===== config.mk =====
export PLATFORM = sky130hd
export DESIGN_NAME = eq_cordic
export DESIGN_NICKNAME = d
export VERILOG_FILES = /design/src/design/eq_pkg.sv /design/src/design/eq_cordic.sv
export SDC_FILE = /design/constraint.sdc
export NUM_CORES = 2
export LEC_CHECK = 0
export BUFFER_PORTS_ARGS = -buffer_cell sky130_fd_sc_hd__buf_4
export CAP_MARGIN = 20
export CORE_ASPECT_RATIO = 1.4
export CORE_MARGIN = 5
export CORE_UTILIZATION = 49
export CTS_BUF_LIST = sky130_fd_sc_hd__clkbuf_8
export DETAILED_ROUTE_END_ITERATION = 10
export PLACE_DENSITY = 0.68
export SLEW_MARGIN = 5
export SYNTH_ARGS = -nofsm -noshare
export SYNTH_HDL_FRONTEND = slang
export SYNTH_SLANG_ARGS = --single-unit
export TNS_END_PERCENT = 10

===== constraint.sdc =====
create_clock -name clk -period 5.2 [get_ports clk]
set_clock_uncertainty 0.15 [all_clocks]
set_input_delay 0.52 -clock clk [delete_from_list [all_inputs] [get_ports clk]]
set_output_delay 0.52 -clock clk [all_outputs]
set_load 0.02 [all_outputs]

===== src/design/eq_pkg.sv =====
// ============================================================================
// eq_pkg
// Shared types, widths and constants for the Euler-to-quaternion converter.
// ============================================================================
package eq_pkg;

    // Number of CORDIC micro-rotations per lane (12 to 24)
    localparam int CORDIC_STAGES = 16;
    localparam int ATAN_COUNT    = 24;

    // Pipeline depth: input stage, CORDIC stages, two multiply stages, output
    localparam int PIPE_STAGES = CORDIC_STAGES + 4;

    localparam int ANGLE_W = 16;   // Q3.12 input angle
    localparam int ZIN_W   = 34;   // half angle before range reduction
    localparam int Z_W     = 33;   // residual angle inside the CORDIC
    localparam int XY_W    = 33;   // CORDIC x/y working width
    localparam int CS_W    = 32;   // cosine / sine in Q1.30
    localparam int PROD_W  = 64;   // full product width
    localparam int TRI_W   = 18;   // one triple product in Q3.14
    localparam int SUM_W   = 19;   // sum of two triple products
    localparam int QUAT_W  = 16;   // Q1.14 result

    typedef logic signed [ANGLE_W-1:0] angle_t;
    typedef logic signed [CS_W-1:0]    cs_t;
    typedef logic signed [TRI_W-1:0]   tri_t;
    typedef logic signed [SUM_W-1:0]   sum_t;
    typedef logic signed [QUAT_W-1:0]  quat_t;

    localparam logic signed [ZIN_W-1:0] PI_Q30      = 34'sd3373259426;
    localparam logic signed [ZIN_W-1:0] HALF_PI_Q30 = 34'sd1686629713;
    localparam logic signed [XY_W-1:0]  GAIN_Q30    = 33'sd652032874;
    localparam logic signed [SUM_W-1:0] ONE_Q14     = 19'sd16384;

    // atan(2^-i) in Q1.30
    localparam logic signed [Z_W-1:0] ATAN_Q30 [ATAN_COUNT] = '{
        33'sd843314857, 33'sd497837829, 33'sd263043837, 33'sd133525159,
        33'sd67021687,  33'sd33543516,  33'sd16775851,  33'sd8388437,
        33'sd4194283,   33'sd2097149,   33'sd1048575,   33'sd524288,
        33'sd262144,    33'sd131072,    33'sd65536,     33'sd32768,
        33'sd16384,     33'sd8192,      33'sd4096,      33'sd2048,
        33'sd1024,      33'sd512,       33'sd256,       33'sd128
    };

    // Clamp a sum of two triple products to plus or minus one
    function automatic quat_t sat_q14(input sum_t v);
        sum_t c;
        begin
            c = v;
            if (v > ONE_Q14)
            begin
                c = ONE_Q14;
            end
            else if (v < -ONE_Q14)
            begin
                c = -ONE_Q14;
            end
            return c[QUAT_W-1:0];
        end
    endfunction

endpackage


===== src/design/eq_cordic.sv =====
// ============================================================================
// eq_cordic
// Pipelined rotation-mode CORDIC giving cosine and sine of half an angle.
// ============================================================================
module eq_cordic (
    input  logic                          clk,
    input  logic [eq_pkg::CORDIC_STAGES:0] en,
    input  eq_pkg::angle_t                angle,
    output eq_pkg::cs_t                   cos_val,
    output eq_pkg::cs_t                   sin_val
);
    import eq_pkg::*;

    logic signed [XY_W-1:0] x_reg [CORDIC_STAGES+1];
    logic signed [XY_W-1:0] y_reg [CORDIC_STAGES+1];
    logic signed [Z_W-1:0]  z_reg [CORDIC_STAGES+1];
    logic                   flip_reg [CORDIC_STAGES+1];

    logic signed [ZIN_W-1:0] z_in;
    logic signed [ZIN_W-1:0] z_red;
    logic                    flip_next;
    logic signed [XY_W-1:0]  x_out;
    logic signed [XY_W-1:0]  y_out;

    // Half angle and fold into [-pi/2, pi/2]
    always_comb
    begin
        z_in      = signed'({angle[ANGLE_W-1], angle, 17'b0});
        z_red     = z_in;
        flip_next = 1'b0;
        if (z_in > HALF_PI_Q30)
        begin
            z_red     = z_in - PI_Q30;
            flip_next = 1'b1;
        end
        else if (z_in < -HALF_PI_Q30)
        begin
            z_red     = z_in + PI_Q30;
            flip_next = 1'b1;
        end
    end

    always_ff @(posedge clk)
    begin
        if (en[0])
        begin
            x_reg[0]    <= GAIN_Q30;
            y_reg[0]    <= '0;
            z_reg[0]    <= z_red[Z_W-1:0];
            flip_reg[0] <= flip_next;
        end
    end

    // One micro-rotation per stage
    for (genvar i = 0; i < CORDIC_STAGES; i++)
    begin : g_stage
        always_ff @(posedge clk)
        begin
            if (en[i+1])
            begin
                flip_reg[i+1] <= flip_reg[i];
                if (!z_reg[i][Z_W-1])
                begin
                    x_reg[i+1] <= x_reg[i] - (y_reg[i] >>> i);
                    y_reg[i+1] <= y_reg[i] + (x_reg[i] >>> i);
                    z_reg[i+1] <= z_reg[i] - ATAN_Q30[i];
                end
                else
                begin
                    x_reg[i+1] <= x_reg[i] + (y_reg[i] >>> i);
                    y_reg[i+1] <= y_reg[i] - (x_reg[i] >>> i);
                    z_reg[i+1] <= z_reg[i] + ATAN_Q30[i];
                end
            end
        end
    end

    // Undo the fold by negation
    always_comb
    begin
        x_out = flip_reg[CORDIC_STAGES] ? -x_reg[CORDIC_STAGES] : x_reg[CORDIC_STAGES];
        y_out = flip_reg[CORDIC_STAGES] ? -y_reg[CORDIC_STAGES] : y_reg[CORDIC_STAGES];
    end

    assign cos_val = cs_t'(x_out[CS_W-1:0]);
    assign sin_val = cs_t'(y_out[CS_W-1:0]);

endmodule


==> impl_metrics.json <==
{
  "status": "finished, final reports clean",
  "yosys_register_bits": 1388,
  "hold_depth": 2,
  "gp_congestion": 0.970,
  "worstPathRequired_ps": 4530,
  "antenna_found_initial": 8,
  "crit_buf_inv": 1,
  "num_rows": 214,
  "whs_endpoint": "flip_reg[16]",
  "viasPerCell": 5.93,
  "slowest_stage": "or4_1",
  "cap_violations": 0,
  "yosys_warnings": 0,
  "synth_top_area_share_pct": 35.1,
  "synthTopCellsByCount": "1388 x edfxtp_1, 1333 x ha_1, 1221 x a21oi_1",
  "clkLatencyLatePin_ps": 1050,
  "final_nets": 14200,
  "synthCells": 12400,
  "synth_edf_count": 1388,
  "cts_tree": "built",
  "finalSetupViolations": 0,
  "reg2reg_depth": 15,
  "die_area_mm2": 0.253,
  "num_vias": 96300,
  "drt-initial-drc-count": 5804,
  "min_path_type": "in2reg",
  "r2r-start": "y_reg[8][10]",
  "grt_pass1_vias": 95700,
  "drt-total-wl_um": 333000,
  "drive_gt1_share_pct": 6.81,
  "cts_num_sinks": 1388,
  "finalHoldViolations": 0,
  "yosysSeqAreaShare_pct": 35.1,
  "avgSynthCellArea_um2": 9.58,
  "crit_fanout": 4,
  "relSlewSlack_pct": 28.5,
  "cts-root-buf": "clkbuf_8",
  "hold_path_startpoint": "en[16]",
  "grt-ovfl-total": 0,
  "layout_worst_path_cycle_share_pct": 97.8,
  "yosysMostFrequentCell": "edfxtp_1",
  "grt_usage_pct": 25.5,
  "netlist_top_cells_area": "edfxtp_1 35%, ha_1 14%, xnor2_1 9.0%",
  "cts_buffers": 238,
  "synth_flop_cell": "edfxtp_1",
  "cpPeakStageDelay_ps": 490,
  "worstPathCellList": "or3_1 > nor2_1 > nand4_1 > or3_1 > or4_1 > or4_1 > o41ai_1 > xnor2_1 > buf_4",
  "synth.largest_area_cell": "edfxtp_1",
  "arrival_ps": 4420,
  "synth_nets": 13800,
  "rsz0062_at_grt": "true",
  "fp.dieW_um": 426,
  "tightest_slew_ps": 1070,
  "die_h_um": 593,
  "fmaxAchievable_mhz": 197,
  "drc": 0,
  "start_util_pct": 49.1,
  "wire_per_inst_um": 20.5,
  "htreeDepth": 4,
  "ant_nets": 0,
  "ios": 98,
  "area_growth_pct": 9.72,
  "cp-end-kind": "output port",
  "first_pass_iters": 6,
  "preCtsSetupSlack_ps": -169,
  "place_hpwl_um": 268000,
  "final.min_clock_period_ps": 5090,
  "largest_reg_flops": 495,
  "core_area_mm2": 0.242,
  "critical_path_class": "reg2out",
  "ys_types": 96,
  "grt_max_degree": 75,
  "worstSetupStartpointType": "flop",
  "netlist_area_mm2": 0.119,
  "clkTransAtPathRegs_ps": 60,
  "slew_viol_final": 0,
  "r2r_end": "x_reg[9][31]",
  "synthArstFlopShare_pct": 0,
  "grt_pass1_wl_um": 519000,
  "fin_ws_ps": 113,
  "regToRegSetupSlack_ps": 190,
  "portBuffers": 97,
  "clockBufferDepth": 4,
  "cp_top_family": "simple AND/OR/NAND/NOR gates"
}
==> placed cells by master (no fill, tap or decap), types with 41 or more instances in the layout <==
master,Yosys,layout
nand3b_1,44,44
a21o_1,611,611
or3_1,104,102
o41ai_1,58,56
inv_1,518,564
clkbuf_8,0,239
or2_2,51,51
or4_1,66,65
a21oi_1,1221,1220
clkinv_2,0,41
a31oi_1,143,142
o21bai_1,166,166
a211oi_1,108,103
ha_1,1333,1333
mux2i_1,67,67
nand3_1,230,230
o211ai_1,62,62
fa_1,41,41
and2_1,70,69
nand2_1,756,755
clkinv_1,8,59
a31o_2,55,55
and3_1,139,139
nor4_1,91,81
o21a_1,147,147
nor2_1,857,855
dlygate4sd3_1,0,41
buf_4,2,318
edfxtp_1,1388,1388
nor2b_1,154,153
nand4_1,81,81
xnor2_1,1219,1218
nand2b_1,171,171
nor3_1,288,284
xor2_1,583,583
o21ai_0,661,657
o31ai_1,170,168
==> kinds of logic (layout without fill, tap and decap cells) <==
kind of cell / after synthesis / after routing / synth area share [%]
xor gates and xnor gates: 1804 / 1804 / 13.3
DFF: 1388 / 1388 / 35.1
muxes: 105 / 105 / 0.925
buffers and inverters: 735 / 1329 / 2.33
other: 0 / 6 / 0
adders and majority gates: 1374 / 1374 / 14.7
AOI/OAI and AO/OA: 3791 / 3791 / 20.4
and+or+nand+nor: 3201 / 3201 / 13.2
==> cell type report <==
type | instances | area, µm²
diodes | 6 | 15.0
clock buffers | 239 | 3290
clock inverters | 194 | 1720
fillers | 21700 | 112000
inverters | 527 | 1980
multi-input cells | 10300 | 74600
flip-flops and latches | 1388 | 41700
well taps | 3240 | 4050
repair buffers | 369 | 3000
==> per-stage QoR <==
step | instance area, µm² | hold WS (ps) | std cells | util, % | setup TNS [ps]
floorplan | 119000 | 250 | 12400 | - | 0
global placement | 125000 | 252 | 15800 | 51.5 | -189
detailed placement | 125000 | 255 | 15800 | 51.5 | -181
CTS | 130000 | 30.6 | 16200 | 53.7 | 0
global route | 130000 | 67.1 | 16200 | 53.9 | -292
finish | 130000 | 100 | 16200 | 53.9 | 0
==> timing repair <==
item | in CTS | in global routing
gates resized for setup | 4 | 52
cloned | 0 | 0
pin swaps | 0 | 1
hold buffers | 41 | 0
endpoints found under the hold margin | 466 | 0
endpoints found under the setup margin | 4 | 72
setup buffers | 0 | 4
==> worst max-delay path by stage <==
stage | startpoint | to | slack (ps) | depth (start not counted)
floorplan | en[3] | z_reg[3][31] | 130 | 14
global placement | en[8] | x_reg[8][32] | -170 | 17
detailed placement | en[8] | x_reg[8][32] | -170 | 17
CTS | y_reg[16][2] | sin_val[29] | 10 | 10
global route | x_reg[15][20] | y_reg[16][31] | -170 | 18
finish | y_reg[16][8] | sin_val[29] | 110 | 9
==> layer usage <==
| layer | vias to the layer above | global-route usage, % | wire length [µm] |
|---|---|---|---|
| li1 | 47200 | - | - |
| met1 | 46000 | 28.3 | 129000 |
| met2 | 2329 | 47.7 | 171000 |
| met3 | 805 | 2.74 | 12500 |
| met4 | 4 | 13.4 | 19900 |
| met5 | - | 0 | 27 |
Power is not shown: default switching activity piles up to over one toggle a cycle in this logic, so the estimate is an artifact.
